## src/hw/rtl/lnco_pkg.sv

```systemverilog
`timescale 1ns / 1ps

package lnco_pkg;

   // Default sizing handed to the top level.
   localparam int DEF_CAPACITY = 16;
   localparam int DEF_ID_BITS  = 16;

   // Fixed field widths of the stream and configuration ports.
   localparam int NODE_ID_W    = 16;
   localparam int KIND_W       = 2;
   localparam int RSP_DATA_W   = 24;
   localparam int CSR_W        = 5;

   localparam logic [CSR_W-1:0] MAX_ENTRIES_RESET = 5'd16;

   // Result kinds carried on rsp_tuser.
   localparam logic [KIND_W-1:0] KIND_ACK   = 2'd0;
   localparam logic [KIND_W-1:0] KIND_EVICT = 2'd1;
   localparam logic [KIND_W-1:0] KIND_CLEAR = 2'd2;

   // Input modes carried on req_tuser.
   localparam logic MODE_TOUCH = 1'b0;
   localparam logic MODE_CLEAR = 1'b1;

endpackage

```

## src/hw/rtl/lnco_order_ram.sv

```systemverilog
`timescale 1ns / 1ps

module lnco_order_ram #(
   parameter int DEPTH = lnco_pkg::DEF_CAPACITY + 1,
   parameter int WIDTH = lnco_pkg::DEF_ID_BITS,
   localparam int AW   = $clog2(DEPTH)
) (
   input  logic             clock,
   input  logic             wr_en,
   input  logic [AW-1:0]    wr_addr,
   input  logic [WIDTH-1:0] wr_data,
   input  logic             rd_en,
   input  logic [AW-1:0]    rd_addr,
   output logic [WIDTH-1:0] rd_data
);

   logic [WIDTH-1:0] mem [DEPTH];
   logic [WIDTH-1:0] rd_data_ff;

   always_ff @(posedge clock) begin
      if (wr_en) begin
         mem[wr_addr] <= wr_data;
      end
   end

   // The read data holds until the next read is issued.
   always_ff @(posedge clock) begin
      if (rd_en) begin
         rd_data_ff <= mem[rd_addr];
      end
   end

   assign rd_data = rd_data_ff;

endmodule

```

## src/hw/rtl/lru_node_cache_order_core.sv

```systemverilog
`timescale 1ns / 1ps

// A clear, or a touch with the limit at zero and the list empty, moves straight to its result
// state after acceptance. Any other touch walks the recency memory one slot per cycle, so its
// acknowledgement is loaded once the walk reaches the slot of the id, or the entry count if absent.
// Each eviction then takes a read state and a result-load state.
// Throughput: one transaction at a time; the single-port-read walk over the memory sets it.
// Reset: the entry count clears and max_entries returns to 16; the memory is not cleared.
module lru_node_cache_order_core #(
   parameter int CAPACITY = lnco_pkg::DEF_CAPACITY,
   parameter int ID_BITS  = lnco_pkg::DEF_ID_BITS
) (
   input  logic                              clock,
   input  logic                              reset,
   // Configuration: max_entries.
   input  logic                              csr_we,
   input  logic [lnco_pkg::CSR_W-1:0]        csr_wdata,
   // Request stream.
   input  logic                              req_tvalid,
   output logic                              req_tready,
   input  logic [lnco_pkg::NODE_ID_W-1:0]    req_tdata,   // [15:0] node_id
   input  logic                              req_tuser,   // [0] mode
   // Response stream.
   output logic                              rsp_tvalid,
   input  logic                              rsp_tready,
   output logic [lnco_pkg::RSP_DATA_W-1:0]   rsp_tdata,   // [15:0] result_id, [16] newly_held
   output logic [lnco_pkg::KIND_W-1:0]       rsp_tuser,   // [1:0] kind
   output logic                              rsp_tlast
);

   localparam int CNT_W = $clog2(CAPACITY + 2);
   localparam int AW    = $clog2(CAPACITY + 1);
   localparam int ST_W  = 3;

   localparam logic [ST_W-1:0] ST_IDLE      = 3'd0;
   localparam logic [ST_W-1:0] ST_SCAN      = 3'd1;
   localparam logic [ST_W-1:0] ST_ACK       = 3'd2;
   localparam logic [ST_W-1:0] ST_CLEAR     = 3'd3;
   localparam logic [ST_W-1:0] ST_EVICT_RD  = 3'd4;
   localparam logic [ST_W-1:0] ST_EVICT_OUT = 3'd5;

   logic [ST_W-1:0]     state_ff, state_in;
   logic [CNT_W-1:0]    count_ff, count_in;
   logic [CNT_W-1:0]    idx_ff, idx_in;
   logic [ID_BITS-1:0]  id_ff, id_in;
   logic [ID_BITS-1:0]  carry_ff, carry_in;
   logic                held_ff, held_in;
   logic [lnco_pkg::CSR_W-1:0] max_ff;

   logic                          rsp_valid_ff, rsp_valid_in;
   logic [lnco_pkg::KIND_W-1:0]   rsp_kind_ff, rsp_kind_in;
   logic [lnco_pkg::NODE_ID_W-1:0] rsp_id_ff, rsp_id_in;
   logic                          rsp_held_ff, rsp_held_in;
   logic                          rsp_last_ff, rsp_last_in;

   logic               ram_we, ram_re;
   logic [AW-1:0]      ram_waddr, ram_raddr;
   logic [ID_BITS-1:0] ram_wdata, ram_rdata;

   logic [CNT_W-1:0] limit;
   logic             req_fire;
   logic             out_free;
   logic             over_limit;

   lnco_order_ram #(
      .DEPTH (CAPACITY + 1),
      .WIDTH (ID_BITS)
   ) u_order_ram (
      .clock   (clock),
      .wr_en   (ram_we),
      .wr_addr (ram_waddr),
      .wr_data (ram_wdata),
      .rd_en   (ram_re),
      .rd_addr (ram_raddr),
      .rd_data (ram_rdata)
   );

   // A limit above the memory capacity acts as the capacity.
   always_comb begin
      if (32'(max_ff) > 32'(CAPACITY)) begin
         limit = CNT_W'(CAPACITY);
      end else begin
         limit = CNT_W'(max_ff);
      end
   end

   assign req_tready = (state_ff == ST_IDLE);
   assign req_fire   = req_tvalid && req_tready;
   assign out_free   = !rsp_valid_ff || rsp_tready;
   assign over_limit = count_ff > limit;

   always_comb begin
      state_in     = state_ff;
      count_in     = count_ff;
      idx_in       = idx_ff;
      id_in        = id_ff;
      carry_in     = carry_ff;
      held_in      = held_ff;
      rsp_valid_in = rsp_valid_ff && !rsp_tready;
      rsp_kind_in  = rsp_kind_ff;
      rsp_id_in    = rsp_id_ff;
      rsp_held_in  = rsp_held_ff;
      rsp_last_in  = rsp_last_ff;
      ram_we       = 1'b0;
      ram_waddr    = idx_ff[AW-1:0];
      ram_wdata    = carry_ff;
      ram_re       = 1'b0;
      ram_raddr    = idx_ff[AW-1:0];

      case (state_ff)
         ST_IDLE: begin
            if (req_fire) begin
               id_in    = ID_BITS'(req_tdata);
               carry_in = ID_BITS'(req_tdata);
               held_in  = 1'b0;
               idx_in   = '0;
               if (req_tuser == lnco_pkg::MODE_CLEAR) begin
                  count_in = '0;
                  state_in = ST_CLEAR;
               end else if (limit == '0 && count_ff == '0) begin
                  state_in = ST_ACK;
               end else begin
                  ram_re    = 1'b1;
                  ram_raddr = '0;
                  state_in  = ST_SCAN;
               end
            end
         end

         // Each cycle writes the carried id into the current slot and picks up the
         // old content as the next carry, until the id is found or the end is passed.
         ST_SCAN: begin
            ram_we = 1'b1;
            if (idx_ff == count_ff) begin
               held_in  = 1'b1;
               count_in = count_ff + CNT_W'(1);
               state_in = ST_ACK;
            end else if (ram_rdata == id_ff) begin
               state_in = ST_ACK;
            end else begin
               carry_in  = ram_rdata;
               idx_in    = idx_ff + CNT_W'(1);
               ram_re    = 1'b1;
               ram_raddr = idx_in[AW-1:0];
            end
         end

         ST_ACK: begin
            if (out_free) begin
               rsp_valid_in = 1'b1;
               rsp_kind_in  = lnco_pkg::KIND_ACK;
               rsp_id_in    = lnco_pkg::NODE_ID_W'(id_ff);
               rsp_held_in  = held_ff;
               rsp_last_in  = !over_limit;
               state_in     = over_limit ? ST_EVICT_RD : ST_IDLE;
            end
         end

         ST_CLEAR: begin
            if (out_free) begin
               rsp_valid_in = 1'b1;
               rsp_kind_in  = lnco_pkg::KIND_CLEAR;
               rsp_id_in    = '0;
               rsp_held_in  = 1'b0;
               rsp_last_in  = 1'b1;
               state_in     = ST_IDLE;
            end
         end

         ST_EVICT_RD: begin
            count_in  = count_ff - CNT_W'(1);
            ram_re    = 1'b1;
            ram_raddr = count_in[AW-1:0];
            state_in  = ST_EVICT_OUT;
         end

         ST_EVICT_OUT: begin
            if (out_free) begin
               rsp_valid_in = 1'b1;
               rsp_kind_in  = lnco_pkg::KIND_EVICT;
               rsp_id_in    = lnco_pkg::NODE_ID_W'(ram_rdata);
               rsp_held_in  = 1'b0;
               rsp_last_in  = !over_limit;
               state_in     = over_limit ? ST_EVICT_RD : ST_IDLE;
            end
         end

         default: begin
            state_in = ST_IDLE;
         end
      endcase
   end

   always_ff @(posedge clock) begin
      if (reset) begin
         state_ff     <= ST_IDLE;
         count_ff     <= '0;
         max_ff       <= lnco_pkg::MAX_ENTRIES_RESET;
         rsp_valid_ff <= 1'b0;
      end else begin
         state_ff     <= state_in;
         count_ff     <= count_in;
         rsp_valid_ff <= rsp_valid_in;
         if (csr_we) begin
            max_ff <= csr_wdata;
         end
      end
   end

   always_ff @(posedge clock) begin
      idx_ff      <= idx_in;
      id_ff       <= id_in;
      carry_ff    <= carry_in;
      held_ff     <= held_in;
      rsp_kind_ff <= rsp_kind_in;
      rsp_id_ff   <= rsp_id_in;
      rsp_held_ff <= rsp_held_in;
      rsp_last_ff <= rsp_last_in;
   end

   assign rsp_tvalid = rsp_valid_ff;
   assign rsp_tuser  = rsp_kind_ff;
   assign rsp_tlast  = rsp_last_ff;
   assign rsp_tdata  = {{(lnco_pkg::RSP_DATA_W - lnco_pkg::NODE_ID_W - 1){1'b0}},
                        rsp_held_ff, rsp_id_ff};

   // The walk never passes the slot just beyond the valid entries.
   a_scan_in_range: assert property (@(posedge clock) disable iff (reset)
      state_ff == ST_SCAN |-> idx_ff <= count_ff)
      else $error("scan index beyond entry count");

   // Between transactions the list never holds more than the capacity.
   a_idle_count: assert property (@(posedge clock) disable iff (reset)
      state_ff == ST_IDLE |-> count_ff <= CNT_W'(CAPACITY))
      else $error("entry count above capacity while idle");

   // A clear empties the list at once.
   a_clear_empties: assert property (@(posedge clock) disable iff (reset)
      req_fire && req_tuser == lnco_pkg::MODE_CLEAR |=> count_ff == '0)
      else $error("clear did not empty the list");

   // A result marked last returns the block to idle.
   a_last_idle: assert property (@(posedge clock) disable iff (reset)
      (state_ff == ST_ACK || state_ff == ST_EVICT_OUT) && out_free && !over_limit
      |=> state_ff == ST_IDLE && rsp_last_ff)
      else $error("final result did not end the transaction");

endmodule

```

## config.mk

```make
export PLATFORM = sky130hd
export DESIGN_NAME = lru_node_cache_order_core
export DESIGN_NICKNAME = d
export VERILOG_FILES = /design/src/hw/rtl/lnco_pkg.sv /design/src/hw/rtl/lnco_order_ram.sv /design/src/hw/rtl/lru_node_cache_order_core.sv
export SDC_FILE = /design/constraint.sdc
export NUM_CORES = 1
export LEC_CHECK = 0
export BUFFER_PORTS_ARGS = -buffer_cell sky130_fd_sc_hd__buf_2
export CORE_AREA = 2 2 157 159
export DETAILED_ROUTE_END_ITERATION = 16
export DIE_AREA = 0 0 159 161
export PLACE_DENSITY = 0.84
export SETUP_SLACK_MARGIN = 0.3
export SLEW_MARGIN = 40
export SYNTH_ARGS = -nofsm -noshare
export SYNTH_HDL_FRONTEND = slang
export SYNTH_SLANG_ARGS = --single-unit
```

## constraint.sdc

```tcl
create_clock -name clock -period 5.24 [get_ports clock]
set_clock_uncertainty 0.1 [all_clocks]
set_input_delay 0.262 -clock clock [delete_from_list [all_inputs] [get_ports clock]]
set_output_delay 0.262 -clock clock [all_outputs]
set_load 0.005 [all_outputs]
```

## Word-level counts from Yosys, hierarchy flattened

Memories as Yosys holds them, arrays and structs flattened. A register that Yosys moved wholly into a read port is not among the register bits.
Index checks and enable logic that the tools add are counted.

| cells by class | value |
|---|---|
| $add $sub $neg | 3 |
| equal/unequal tests | 18 |
| $lt $le $gt $ge | 2 |
| muxes and demuxes | 54 |
| reductions and logical operators | 27 |

Operators with widths:

| operator | number |
|---|---|
| 16-bit 2-to-1 mux | 6 |
| 5-bit 2-to-1 mux | 10 |
| 16-bit one-hot mux with 3 select lines | 1 |
| 16-bit one-hot mux with 2 select lines | 1 |
| 5-bit one-hot mux with 3 select lines | 2 |
| 3-bit 2-to-1 mux | 6 |
| 16-bit == test | 1 |
| 1-bit 2-to-1 mux | 16 |
| 4-bit AND reduction | 4 |
| 3-bit one-hot mux with 5 select lines | 1 |
| 2-bit inequality test (second input constant) | 6 |
| 5-bit by 1-bit adder with 5-bit output (second input constant) | 2 |
| 5-bit zero test | 2 |
| 2-bit 2-to-1 mux | 5 |
| 5-bit one-hot mux with 2 select lines | 1 |
| 3-bit AND reduction | 3 |
| 2-bit by 1-bit inequality test with 1-bit output (second input constant) | 4 |
| 3-bit by 2-bit == test with 1-bit output (second input constant) | 2 |
| 3-bit == test (second input constant) | 2 |
| 1-bit one-hot mux with 2 select lines | 3 |
| 2-bit one-hot mux with 3 select lines | 1 |
| 2-bit nonzero test | 3 |
| 3-bit nonzero test | 2 |
| 5-bit == test | 1 |
| other kinds (13) | 19 |

| word-level totals | value |
|---|---|
| word-level logic and storage cells | 117 |
| bits of input ports | 27 |
| output and inout bits | 29 |
| register bits after elaboration | 72 |
| memory bits (writable) | 272 |
| memories kept | 1 |

Memories:

| name | words | bits a word | rd ports | clocked after Yosys merged registers in | wr ports | line | text |
|---|---|---|---|---|---|---|---|
| u_order_ram.mem | 17 | 16 | 1 | 1 | 1 | lnco_order_ram.sv:17 | `logic [WIDTH-1:0] mem [DEPTH];` |

## Longest topological paths before layout

Gate-level depths: netlist of the first run.

| depth | value |
|---|---|
| depth in word-level cells | 8 |
| gate-level depth with buffers | 14 |
| depth with buffers taken out | 11 |

## Cells and area by module

Synthesis of the first run repeated with hierarchy kept, for this count alone.

| second synthesis, totals | value |
|---|---|
| cells, all modules | 825 |
| area total of the unflattened synthesis | 14,739.1 um^2 |

Modules (own cells, without submodules):

| module | area an instance (um^2) | instances | cells each | seq. area each (um^2) |
|---|---|---|---|---|
| lnco_order_ram | 11,025.6 | 1 | 474 | 8,648.3 |
| lru_node_cache_order_core | 3,713.6 | 1 | 351 | 2,021.9 |

## Worst setup path after synthesis of the first run

Ideal clock, no wire load.

| timing | value |
|---|---|
| kind | register to register |
| start | register state_ff[1] |
| end | memory u_order_ram.mem[1][0] (netlist name) (enable) |
| required time | 4.710 ns |
| path buffers | 2 |
| clock period less this slack | 3.446 ns |
| stages on the path, launching flop included | 8 |
| data arrival time | 2.916 ns |
| setup time | 0.430 ns |
| path slack | 1.794 ns |
| path through | dfxtp_1 > nor2_2 > nand2_1 > inv_1 > buf_2 > buf_1 > nand2_1 > nor4_1 |

| between the ends | value |
|---|---|
| cells in the longest elaborated chain, start to end | 4 |

Ends and longest elaborated chain:

| item | line | text |
|---|---|---|
| start: declaration | lru_node_cache_order_core.sv:42 | `logic [ST_W-1:0] state_ff, state_in;` |
| start signal: assignment | lru_node_cache_order_core.sv:201 | `state_ff <= state_in;` |
| 3-bit by 1-bit == test with 1-bit output | lru_node_cache_order_core.sv:110 | `case (state_ff)` |
| 1-bit 2-to-1 mux | lru_node_cache_order_core.sv:110 |  |
| 1-bit 2-to-1 mux | lnco_order_ram.sv:21 | `if (wr_en) begin` |
| 1-bit 2-to-1 mux (not written as such) | lnco_order_ram.sv:22 | `mem[wr_addr] <= wr_data;` |
| end: declaration | lnco_order_ram.sv:17 |  |

No other way between the ends.

## Worst setup path after layout of the first run

| timing | value |
|---|---|
| start | register count_ff[0] |
| end | register u_order_ram.rd_data_ff[7], in the netlist u_order_ram.rd_data[7], read port of u_order_ram.mem (data pin) |

| between the ends | value |
|---|---|
| cells in the longest elaborated chain, start to end | 6 |
| elaborated cells between the ends (all ways) | 14 |
| those cells by class | add/sub: 1; eq/ne: 1; mux: 10; reduce/logical: 2 |

Ends and longest elaborated chain:

| item | line | text |
|---|---|---|
| start: declaration | lru_node_cache_order_core.sv:43 | `logic [CNT_W-1:0] count_ff, count_in;` |
| start signal: assignment | lru_node_cache_order_core.sv:202 | `count_ff <= count_in;` |
| 5-bit zero test | lru_node_cache_order_core.sv:120 | `end else if (limit == '0 && count_ff == '0) begin` |
| 1-bit logical AND | lru_node_cache_order_core.sv:120 |  |
| 5-bit 2-to-1 mux or 1-bit 2-to-1 mux (tied branches) | lru_node_cache_order_core.sv:120 |  |
| 5-bit 2-to-1 mux or 1-bit 2-to-1 mux (tied branches) | lru_node_cache_order_core.sv:117 | `if (req_tuser == lnco_pkg::MODE_CLEAR) begin` |
| 5-bit 2-to-1 mux or 1-bit 2-to-1 mux (tied branches) | lru_node_cache_order_core.sv:112 | `if (req_fire) begin` |
| 5-bit one-hot mux with 3 select lines or 1-bit one-hot mux with 3 select lines (tied branches) | lru_node_cache_order_core.sv:110 |  |
| end: declaration | lnco_order_ram.sv:18 | `logic [WIDTH-1:0] rd_data_ff;` |

Parallel ways exist; a longest one is shown, timed or not.
A chain may end at the register's enable or synchronous reset.

==> out/qor.txt, run 1 <==
CTS
------------------------------------------------------------------------------------------
Number of clock sinks                                                                  360
Hold buffer count at CTS                                                                30
Root Buffer Master                                                               clkbuf_16
Cts repair resizes                                                                       0
Clock Latency Late Sink                                                            0.53 ns
TritonCTS buffer count                                                                  35
CTS tree                                                                             built
Bufs on Longest Clock Path                                                               3
Number of post-CTS setup repair buffers                                                  0
Clock edge transition at the registers on the reported setup and hold paths        0.06 ns
H-tree Lvls                                                                              2

PLACE
------------------------------------------------------------------------------------------
Worst slack at placement                                                          0.985 ns
GP Congestion                                                                        0.817
Dpl cell area                                                                    15900 µm²
Number of cells in the design after placement                                         1344
Count of buffers inserted at the top-level ports                                        48
Total half-perimeter wirelength after legalization and detailed placement         20800 µm

ROUTE
------------------------------------------------------------------------------------------
Detailed-router iteration count before antenna repair                                    5
Count of antenna-violating nets left after detailed routing                              0
Vias per cell                                                                         6.65
Top routing layer in use                                                              met4
Detailed Route Iter0 Violations                                                       1267
Routed wire per std cell                                                           25.0 µm
DR WL met3                                                                         4090 µm
Number of vias after detailed routing                                                 9551
Total DRC errors in the routed layout                                                    0
Met2 wirelength from detailed routing                                             17600 µm
Total detailed-routing wirelength                                                 35900 µm
Met1 routed wirelength after detailed routing                                     12900 µm

FINAL LAYOUT
------------------------------------------------------------------------------------------
Antenna Diode Count                                                                      0
Ratio of cells with drive above 1 in the final layout                                0.209
Number of non-filler instances in the completed layout                                1437
Filler instances                                                                      1365
Final cell area excluding filler cells                                           17300 µm²
Final standard cell utilization of the core                                          0.720
Relative area change from synthesis to final layout                                  13.1%
Net count reported at finish                                                          1126

GRT
------------------------------------------------------------------------------------------
Via count of the first global-routing pass                                            9531
Maximum number of pins on one net before global-route repair                            49
First-pass GRT wire length                                                        55100 µm
Global-route usage over all layers                                                   0.285
Number of antenna violations at the first check in global routing                        0
Gr ovfl total                                                                            0

CRITICAL PATH
------------------------------------------------------------------------------------------
Critical path required time                                                        5.40 ns
Data arrival time of the critical path                                             4.54 ns
Sort of element at the end of the critical path                                       flop
Critical Path Max Stage Delay                                                      0.55 ns
Gate family responsible for the most delay along the worst path               compound AO/OA/AOI/OAI gates
Reg2reg setup slack                                                                0.86 ns
Buf+Inv Stages, Crit Path                                                                2
Crit Path Category                                                                 reg2reg
Max FO, Critical Path                                                                   16
CP cell instances                                                             inv_1 -> ha_1 -> nor4b_4 -> a31oi_2 -> a311oi_4 -> or3_1 -> o21ai_4 -> buf_4 -> mux4_2 -> a22oi_1 -> nand3_1
Critical Path Start Type                                                              flop
Slowest-stage cell, CP                                                             o21ai_4

DIE
------------------------------------------------------------------------------------------
Area of the placeable core                                                       24000 µm²
Floorplan die width                                                                 159 µm
Die ar.                                                                          25600 µm²
Overall die height                                                                  161 µm
Num rows                                                                                57
Boundary pin count                                                                      56
Initial cell density of the core                                                     0.637

STA
------------------------------------------------------------------------------------------
Worst slew margin relative to its limit                                              0.426
Summed negative setup slack over all endpoints                                        0 ns
Final Cycle Share                                                                    0.836
Worst-margin pin slew                                                             0.860 ns
Max Transition Viols Final                                                               0
Unrepaired setup endpoints after global routing                                         no
Worst-case hold slack                                                             0.149 ns
Final Hold Violating Endpoints                                                           0
Max frequency                                                                      228 MHz
Final Critical Period                                                              4.38 ns
Final count of negative-setup-slack endpoints                                            0
Worst setup slack after layout                                                    0.861 ns

PWR
------------------------------------------------------------------------------------------
Total power                                                                        10.5 mW
P per Cell Area                                                                 606 nW/µm²
IR drop worst, VDD                                                                0.472 mV
Leak pwr                                                                           6.07 nW

SYNTH
------------------------------------------------------------------------------------------
Top cells by instance count after synthesis                                   edfxtp_1, nand2_1, inv_1, nor2_1, o211ai_1
Library cell occupying the most area in the post-synthesis netlist                edfxtp_1
Synthesized instance count                                                            1003
Number of warnings printed during yosys synthesis                                        0
Number of enable-type register cells in the synthesized netlist                        346
Mean Syn Cell Area                                                                15.2 µm²
Number of distinct standard cells referenced by the synthesized netlist                 64
Register bit count reported by yosys                                                   360
Synth area leaders                                                            edfxtp_1, mux4_2, nand2_1
Fraction of post-synthesis cell area in the top cell type by area                    0.681
Dominant register cell in the synthesized netlist                                 edfxtp_1
Cell with the most instances after synthesis                                      edfxtp_1
Cell area after synthesis                                                        15300 µm²
Sequential area share after synthesis                                                0.699
Async set-or-reset flop fraction in the synthesized netlist                              0

RUN
------------------------------------------------------------------------------------------
Count of maximum capacitance violations                                                  0

RUN STATUS
------------------------------------------------------------------------------------------
Result of the run                                                             finished, final reports clean

MIN PATH
------------------------------------------------------------------------------------------
Path type of the worst min-delay path                                               in2reg

[final cells by class]
| cell class | instances | area, µm² | area share |
|---|---|---|---|
| clock inverter | 20 | 130 | 0.00754 |
| inverter | 58 | 218 | 0.0126 |
| timing repair buffer | 110 | 806 | 0.0467 |
| clock buffer | 43 | 927 | 0.0537 |
| sequential | 360 | 10700 | 0.618 |
| multi-input combinational | 522 | 4110 | 0.238 |
| tap | 324 | 405 | 0.0235 |
[logic make-up (layout without fill, tap and decap cells)]
| group | count (synthesis) | after routing | share of synthesized area |
|---|---|---|---|
| DFF | 360 | 360 | 0.699 |
| and+or+nand+nor | 232 | 232 | 0.0713 |
| AOI/OAI and AO/OA | 191 | 191 | 0.104 |
| buffers and inverters | 127 | 231 | 0.0380 |
| muxes | 54 | 54 | 0.0629 |
| xor gates and xnor gates | 26 | 26 | 0.0149 |
| adders and majority gates | 12 | 12 | 0.00984 |
| other | 1 | 7 | 0.000246 |
[state kept, by name, summed over array words and instances (netlist names), 2 cells and up]
| register | count |
|---|---|
| idx_ff | 5 |
| carry_ff | 16 |
| u_order_ram.rd_data | 16 |
| max_ff | 5 |
| state_ff | 3 |
| count_ff | 5 |
| rsp_id_ff | 16 |
| id_ff | 16 |
| rsp_tuser | 2 |
| u_order_ram.mem | 272 |
[worst register-to-register path: stages (launching register included)]
cell,delay (ns)
dfxtp_1,0.48
inv_1,0.15
ha_1,0.23
nor4b_4,0.14
a31oi_2,0.33
a311oi_4,0.19
or3_1,0.46
o21ai_4,0.55
buf_4,0.43
mux4_2,0.56
a22oi_1,0.37
nand3_1,0.14
[worst paths after layout]
check / startpoint / to / cells past startpoint
max: count_ff[0] / u_order_ram.rd_data[7] / 11
min reg2reg: id_ff[3] / rsp_id_ff[3] / 1
min: req_tuser / state_ff[0] / 5
max reg2reg: count_ff[0] / u_order_ram.rd_data[7] / 11
[power breakdown]
group          switching, mW  internal [mW]  total, mW
sequential             0.596           3.99       4.59
combinational           2.13           1.41       3.54
clock                   1.03           1.31       2.34
[per-layer routing]
layer / GRT usage / vias up
met2: 0.475 / 670
met4: 0.110 / 0
met1: 0.377 / 4747
li1: - / 4034
met3: 0.0578 / 100
met5: 0 / -
[placed cells by master, fill, tap and decap left out, types with 11 or more instances in the layout]
cell,synthesis,routed
a22o_1,16,16
a22oi_1,20,20
buf_2,16,48
buf_4,12,30
clkbuf_16,0,36
clkinv_1,0,11
dfxtp_1,14,14
dlygate4sd3_1,0,30
edfxtp_1,346,346
ha_1,12,12
inv_1,57,57
mux2_2,15,15
mux4_2,32,32
nand2_1,104,103
nand3_1,25,25
nor2_1,49,47
nor3_1,12,11
o211ai_1,47,47
o21ai_0,22,22
o221a_2,33,33
o31a_1,16,16
xor2_1,19,19
(Power assumes the default switching activity.)
==> inputs of run 2 (changes only) <==
--- a/config.mk
+++ b/config.mk
@@ -6,10 +6,10 @@
 export NUM_CORES = 1
 export LEC_CHECK = 0
 export BUFFER_PORTS_ARGS = -buffer_cell sky130_fd_sc_hd__buf_2
-export CORE_AREA = 2 2 157 159
+export CORE_AREA = 2 2 160 162
 export DETAILED_ROUTE_END_ITERATION = 16
-export DIE_AREA = 0 0 159 161
-export PLACE_DENSITY = 0.84
+export DIE_AREA = 0 0 162 164
+export PLACE_DENSITY = 0.81
 export SETUP_SLACK_MARGIN = 0.3
 export SLEW_MARGIN = 40
 export SYNTH_ARGS = -nofsm -noshare
==> constraint.sdc (replaced) <==
create_clock -name clock -period 4.1 [get_ports clock]
set_clock_uncertainty 0.1 [all_clocks]
set_input_delay 0.205 -clock clock [delete_from_list [all_inputs] [get_ports clock]]
set_output_delay 0.205 -clock clock [all_outputs]
set_load 0.005 [all_outputs]
==> run 2 against run 1 <==
  * Final cell count rose by 1.5%
  * Global-route usage fell by 0.58 points
  * Power rose by 30%
  * Non-clock buffer count rose by 17
  * Setup slack got worse by 0.39 ns
  * Critical endpoint is now u_order_ram.rd_data[10]
  * Cell area rose by 1.4%
  * Critical path type unchanged
  * Critical path depth did not move
  * Routed wire length rose by 1.2%
  * Sequential share of layout area fell by 0.86 points
  * Core utilization fell by 1.5 points
==> out/qor.txt, run 2 (synthesis results as in run 1) <==
FINAL LAYOUT
------------------------------------------------------------------------------------------
Net count reported at finish                                                          1143
Final standard cell utilization of the core                                          0.705
Area occupied by multi-input gates                                                4120 µm²
Flip-flop count of the largest register, all copies and words added                    272
Largest reg by FF count                                                       u_order_ram.mem
Filler instances                                                                      1483
Commonest cells after routing, fill and taps aside                            edfxtp_1, nand2_1, inv_1
Antenna Diode Count                                                                      0
Area occupied by registers                                                       10700 µm²
Relative area change from synthesis to final layout                                  14.7%
Commonest non-fill, non-tap cell in the layout                                    edfxtp_1
Ratio of cells with drive above 1 in the final layout                                0.224

DIE
------------------------------------------------------------------------------------------
Initial cell density of the core                                                     0.615
Overall die height                                                                  164 µm
Boundary pin count                                                                      56
Die ar.                                                                          26600 µm²
Area of the placeable core                                                       24800 µm²
Floorplan die width                                                                 162 µm
Num rows                                                                                58

CRITICAL PATH
------------------------------------------------------------------------------------------
Max FO, Critical Path                                                                   16
Endpoint of the worst-slack reg-to-reg timing path                            u_order_ram.rd_data[10]
Critical Path Start Type                                                              flop
Reg2reg setup slack                                                                0.47 ns
Crit Reg-Reg Startpoint                                                        count_ff[0]
Gate family responsible for the most delay along the worst path               compound AO/OA/AOI/OAI gates
CP cell instances                                                             inv_1 -> ha_1 -> nor4b_4 -> a31oi_4 -> a311oi_4 -> or3_1 -> o21ai_4 -> buf_12 -> mux4_2 -> a22oi_1 -> nand3_1
Data arrival time of the critical path                                             3.80 ns
Slowest-stage cell, CP                                                              mux4_2
Critical path required time                                                        4.27 ns
Reg2reg path depth                                                                      11
Sort of element at the end of the critical path                                       flop
Buf+Inv Stages, Crit Path                                                                2
Crit Path Category                                                                 reg2reg
Critical Path Max Stage Delay                                                      0.51 ns
Startpoint of the worst setup timing path                                      count_ff[0]

STA
------------------------------------------------------------------------------------------
Max frequency                                                                      275 MHz
Unrepaired setup endpoints after global routing                                         no
Max Transition Viols Final                                                               0
Final Critical Period                                                              3.63 ns
Summed negative setup slack over all endpoints                                        0 ns
Worst slew margin relative to its limit                                              0.489
Final count of negative-setup-slack endpoints                                            0
Final Cycle Share                                                                    0.886
Final Hold Violating Endpoints                                                           0
Worst-margin pin slew                                                             0.766 ns

CTS
------------------------------------------------------------------------------------------
Bufs on Longest Clock Path                                                               3
TritonCTS buffer count                                                                  35
Clock edge transition at the registers on the reported setup and hold paths        0.06 ns
Number of clock sinks                                                                  360
CTS tree                                                                             built
Clock Latency Late Sink                                                            0.53 ns
H-tree Lvls                                                                              2
Root Buffer Master                                                               clkbuf_16

PLACE
------------------------------------------------------------------------------------------
Count of buffers inserted at the top-level ports                                        48
Total half-perimeter wirelength after legalization and detailed placement         20400 µm
GP Congestion                                                                        0.854

ROUTE
------------------------------------------------------------------------------------------
Total DRC errors in the routed layout                                                    0
Count of antenna-violating nets left after detailed routing                              0
Detailed-router iteration count before antenna repair                                    8
Number of vias after detailed routing                                                 9487
Total detailed-routing wirelength                                                 36300 µm
Detailed Route Iter0 Violations                                                       1141
Routed wire per std cell                                                           24.9 µm
Vias per cell                                                                         6.50

MIN PATH
------------------------------------------------------------------------------------------
Depth of the worst hold-timing path                                                      3
Hold Path Sink                                                                     held_ff
Startpoint of the worst hold path                                               req_tvalid
Path type of the worst min-delay path                                               in2reg

GRT
------------------------------------------------------------------------------------------
Via count of the first global-routing pass                                            9479
First-pass GRT wire length                                                        55300 µm
Maximum number of pins on one net before global-route repair                            52
Number of antenna violations at the first check in global routing                        0
Gr ovfl total                                                                            0
Global-route usage over all layers                                                   0.279

RUN
------------------------------------------------------------------------------------------
Count of maximum capacitance violations                                                  0

RUN STATUS
------------------------------------------------------------------------------------------
Result of the run                                                             finished, final reports clean

PWR
------------------------------------------------------------------------------------------
Leak pwr                                                                           6.18 nW
P per Cell Area                                                                 779 nW/µm²
IR drop worst, VDD                                                                0.532 mV

run 2: routing by layer:
metal / share of wire / wire (µm) / track usage / up-vias
met5: 0 / 0 / 0 / -
met4: 0.040 / 1460 / 0.112 / 0
met3: 0.10 / 3720 / 0.0581 / 119
met2: 0.48 / 17400 / 0.457 / 641
met1: 0.38 / 13800 / 0.372 / 4668
li1: - / - / - / 4059
run 2: cell type report:
class,count,area share
clock buffer,42,0.0527
clock inverter,20,0.00936
inverter,58,0.0124
multi-input combinational,522,0.235
sequential,360,0.610
tap,330,0.0236
timing repair buffer,127,0.0570
run 2: stage by stage:
stage | instance area [µm²] | cells | worst slack, ns | hold slack, ns | power (mW)
after floorplan | 15300 | 1009 | 0.654 | 0.178 | 8.80
after global placement | 16000 | 1361 | 0.253 | 0.310 | 10.1
after detailed placement | 16000 | 1361 | 0.212 | 0.305 | 10.3
after CTS | 17500 | 1458 | 0.380 | 0.0862 | 13.6
after global routing | 17500 | 1459 | 0.337 | 0.137 | 14.2
final | 17500 | 1459 | 0.467 | 0.103 | 13.6
run 2: worst max-delay path by stage:
| stage | depth (start not counted) | endpoint | slack, ns |
|---|---|---|---|
| 6_report | 11 | u_order_ram.rd_data[10] | 0.47 |
| 5_1_grt | 11 | u_order_ram.rd_data[11] | 0.34 |
| 4_1_cts | 11 | u_order_ram.rd_data[10] | 0.38 |
| 3_5_place_dp | 11 | u_order_ram.rd_data[8] | 0.21 |
| 3_3_place_gp | 11 | u_order_ram.rd_data[8] | 0.25 |
| 2_1_floorplan | 7 | u_order_ram.mem[1][0] | 0.65 |
run 2: worst min-delay path: cells and delay by family:
family / cells / cell delay, ns
AOI/OAI and AO/OA: 1 / 0.11
buffers and inverters: 1 / 0.15
and+or+nand+nor: 1 / 0.12
run 2: where the power goes:
group | internal (mW) | switching (mW) | leakage (nW)
Clock | 1.74 | 1.35 | 0.523
Combinational | 1.97 | 2.74 | 2.38
Sequential | 5.10 | 0.732 | 3.27
run 2: what timing repair did:
action                                 CTS  global route
setup endpoints to repair                6            11
hold buffers                            34             0
gates resized for setup                  3             4
endpoints found under the hold margin   45             0
buffers inserted                         0             1
pin swaps                                1             1
cloned                                   1             0
==> inputs of run 3 (changes only) <==
--- a/config.mk
+++ b/config.mk
@@ -5,11 +5,11 @@
 export SDC_FILE = /design/constraint.sdc
 export NUM_CORES = 1
 export LEC_CHECK = 0
-export BUFFER_PORTS_ARGS = -buffer_cell sky130_fd_sc_hd__buf_2
-export CORE_AREA = 2 2 160 162
+export CORE_AREA = 2 2 188 190
 export DETAILED_ROUTE_END_ITERATION = 16
-export DIE_AREA = 0 0 162 164
-export PLACE_DENSITY = 0.81
+export DIE_AREA = 0 0 190 192
+export DONT_BUFFER_PORTS = 1
+export PLACE_DENSITY = 0.61
 export SETUP_SLACK_MARGIN = 0.3
 export SLEW_MARGIN = 40
 export SYNTH_ARGS = -nofsm -noshare
==> run 3 against run 2 <==
  * Routed wire length decreased by 1.7%
  * Cell area decreased by 0.55%
  * Sequential share of layout area increased by 0.33 points
  * Worst hold slack improved by 0.11 ns
  * First-iteration DRC count decreased by 36%
  * Sequential power increased by 0.7%
  * Register-to-register slack about the same
  * Fmax increased by 0.41%
  * Power about the same
  * Die area increased by 37%
==> out/qor.txt, run 3 (synthesis results as in run 1) <==
DIE
------------------------------------------------------------------------------------------
Boundary pin count                                                                      56
Initial cell density of the core                                                     0.445
Die ar.                                                                          36500 µm²
Overall die height                                                                  192 µm
Num rows                                                                                68
Area of the placeable core                                                       34300 µm²
Floorplan die width                                                                 190 µm

MIN PATH
------------------------------------------------------------------------------------------
Path type of the worst min-delay path                                               in2reg
Depth of the worst hold-timing path                                                      5

CRITICAL PATH
------------------------------------------------------------------------------------------
Startpoint of the worst setup timing path                                      count_ff[1]
Critical Path Max Stage Delay                                                      0.51 ns
Logic depth of the worst path, buffers included                                         11
Critical Path Start Type                                                              flop
Gate family responsible for the most delay along the worst path               compound AO/OA/AOI/OAI gates
Sort of element at the end of the critical path                                       flop
CP endpoint                                                                   u_order_ram.rd_data[7]
Reg2reg setup slack                                                                0.48 ns
CP cell instances                                                             inv_1 -> ha_1 -> nor4b_4 -> a31oi_4 -> a311oi_4 -> or3_1 -> o21ai_4 -> bufbuf_16 -> mux4_2 -> a22oi_1 -> nand3_1
Max FO, Critical Path                                                                   12
Crit Path Category                                                                 reg2reg
Buf+Inv Stages, Crit Path                                                                2
Reg2reg path depth                                                                      11
Data arrival time of the critical path                                             3.81 ns
Crit Reg-Reg Startpoint                                                        count_ff[1]
Critical path required time                                                        4.30 ns
Slowest-stage cell, CP                                                              mux4_2
Endpoint of the worst-slack reg-to-reg timing path                            u_order_ram.rd_data[7]

ROUTE
------------------------------------------------------------------------------------------
Number of vias after detailed routing                                                 8906
Total detailed-routing wirelength                                                 35700 µm
Detailed-router iteration count before antenna repair                                    9
Total DRC errors in the routed layout                                                    0
Detailed Route Iter0 Violations                                                        731
Count of antenna-violating nets left after detailed routing                              0
Vias per cell                                                                         5.82
Routed wire per std cell                                                           23.3 µm

PLACE
------------------------------------------------------------------------------------------
Total half-perimeter wirelength after legalization and detailed placement         20700 µm
GP Congestion                                                                        0.771
Worst slack at placement                                                          0.224 ns
Count of buffers inserted at the top-level ports                                         0
Number of cells in the design after placement                                         1436

PWR
------------------------------------------------------------------------------------------
Switching pwr                                                                      4.84 mW
P per Cell Area                                                                 783 nW/µm²
Leak pwr                                                                           5.99 nW
Power Internal                                                                     8.79 mW
Gate power share                                                                     0.338
IR drop worst, VDD                                                                0.623 mV
Total power                                                                        13.6 mW
Switching share of power                                                             0.355
Clock network power share                                                            0.230
Sequential cell fraction of total power                                              0.432

GRT
------------------------------------------------------------------------------------------
First-pass GRT wire length                                                        54400 µm
Number of antenna violations at the first check in global routing                        0
Via count of the first global-routing pass                                            8806
Global-route usage over all layers                                                   0.199
Maximum number of pins on one net before global-route repair                            52
Gr ovfl total                                                                            0

FINAL LAYOUT
------------------------------------------------------------------------------------------
Commonest non-fill, non-tap cell in the layout                                    edfxtp_1
Commonest cells after routing, fill and taps aside                            edfxtp_1, nand2_1, inv_1
Area occupied by registers                                                       10700 µm²
Ratio of cells with drive above 1 in the final layout                                0.190
Final standard cell utilization of the core                                          0.508
Filler instances                                                                      2812
Area occupied by multi-input gates                                                4110 µm²
Largest reg by FF count                                                       u_order_ram.mem
Number of non-filler instances in the completed layout                                1531
Antenna Diode Count                                                                      0
Flip-flop count of the largest register, all copies and words added                    272
Net count reported at finish                                                          1091
Relative area change from synthesis to final layout                                  14.1%

CTS
------------------------------------------------------------------------------------------
Clock edge transition at the registers on the reported setup and hold paths        0.06 ns
Clock Latency Late Sink                                                            0.55 ns
Root Buffer Master                                                               clkbuf_16
CTS tree                                                                             built
Number of post-CTS setup repair buffers                                                  0
Number of clock sinks                                                                  360
H-tree Lvls                                                                              2
Bufs on Longest Clock Path                                                               3
TritonCTS buffer count                                                                  37

STA
------------------------------------------------------------------------------------------
Worst-margin pin slew                                                             0.682 ns
Final Cycle Share                                                                    0.882
Final count of negative-setup-slack endpoints                                            0
Unrepaired setup endpoints after global routing                                         no
Max Transition Viols Final                                                               0
Worst setup slack after layout                                                    0.482 ns
Final Hold Violating Endpoints                                                           0
Max frequency                                                                      276 MHz
Final Critical Period                                                              3.62 ns
Worst slew margin relative to its limit                                              0.546
Summed negative setup slack over all endpoints                                        0 ns

RUN STATUS
------------------------------------------------------------------------------------------
Result of the run                                                             finished, final reports clean

RUN
------------------------------------------------------------------------------------------
Count of maximum capacitance violations                                                  0

==> run 3: tightest hold or removal path: stages <==
cell and delay (ns):
a21oi_1 0.04, nor2_1 0.08, o21bai_1 0.19, a22oi_1 0.23
nor2_1 0.05
==> run 3: final cells by class <==
type	instances	share of cell area
Inverter	58	0.0125
Tap cell	455	0.0327
Clock buffer	43	0.0545
Clock inverter	20	0.00963
Sequential cell	360	0.613
Multi-Input combinational cell	522	0.236
Timing Repair Buffer	73	0.0415
==> run 3: power by group through the flow <==
stage / logic [mW] / registers (mW) / clock network, mW
2_1_floorplan: 3.27 / 5.53 / 0
3_3_place_gp: 4.36 / 5.91 / 0
3_5_place_dp: 4.38 / 5.95 / 0
4_1_cts: 4.61 / 5.88 / 3.19
5_1_grt: 5.00 / 5.98 / 3.33
6_report: 4.61 / 5.88 / 3.14
==> run 3: repair_timing <==
action                                  4_1_cts  5_1_grt
gates cloned                                  2        0
endpoints found under the setup margin        4       13
endpoints found under the hold margin        49        0
hold buffers                                 30        0
gates resized for setup                       1        2
pin swaps                                     0        1
==> run 3: metrics by stage <==
stage / hold WS (ns) / instance area (µm²)
global placement: 0.176 / 15900
detailed placement: 0.178 / 15900
global route: 0.223 / 17400
CTS: 0.197 / 17400
finish: 0.217 / 17400
floorplan: 0.178 / 15300
==> run 3: how the worst min path moves through the flow <==
stage / from / to / slack (ns)
floorplan: reset / count_ff[1] / 0.18
global placement: reset / rsp_tvalid / 0.18
detailed placement: reset / count_ff[4] / 0.18
CTS: req_tuser / count_ff[4] / 0.20
global route: req_tdata[11] / id_ff[11] / 0.22
finish: req_tuser / count_ff[0] / 0.22
==> run 3: layer usage <==
layer / global-route usage / wire [µm] / part of all wire / up-vias
li1: - / - / - / 3964
met1: 0.274 / 15500 / 0.43 / 4496
met2: 0.317 / 16500 / 0.46 / 375
met3: 0.0437 / 2740 / 0.077 / 71
met4: 0.0668 / 962 / 0.027 / 0
met5: 0 / 0 / 0 / -
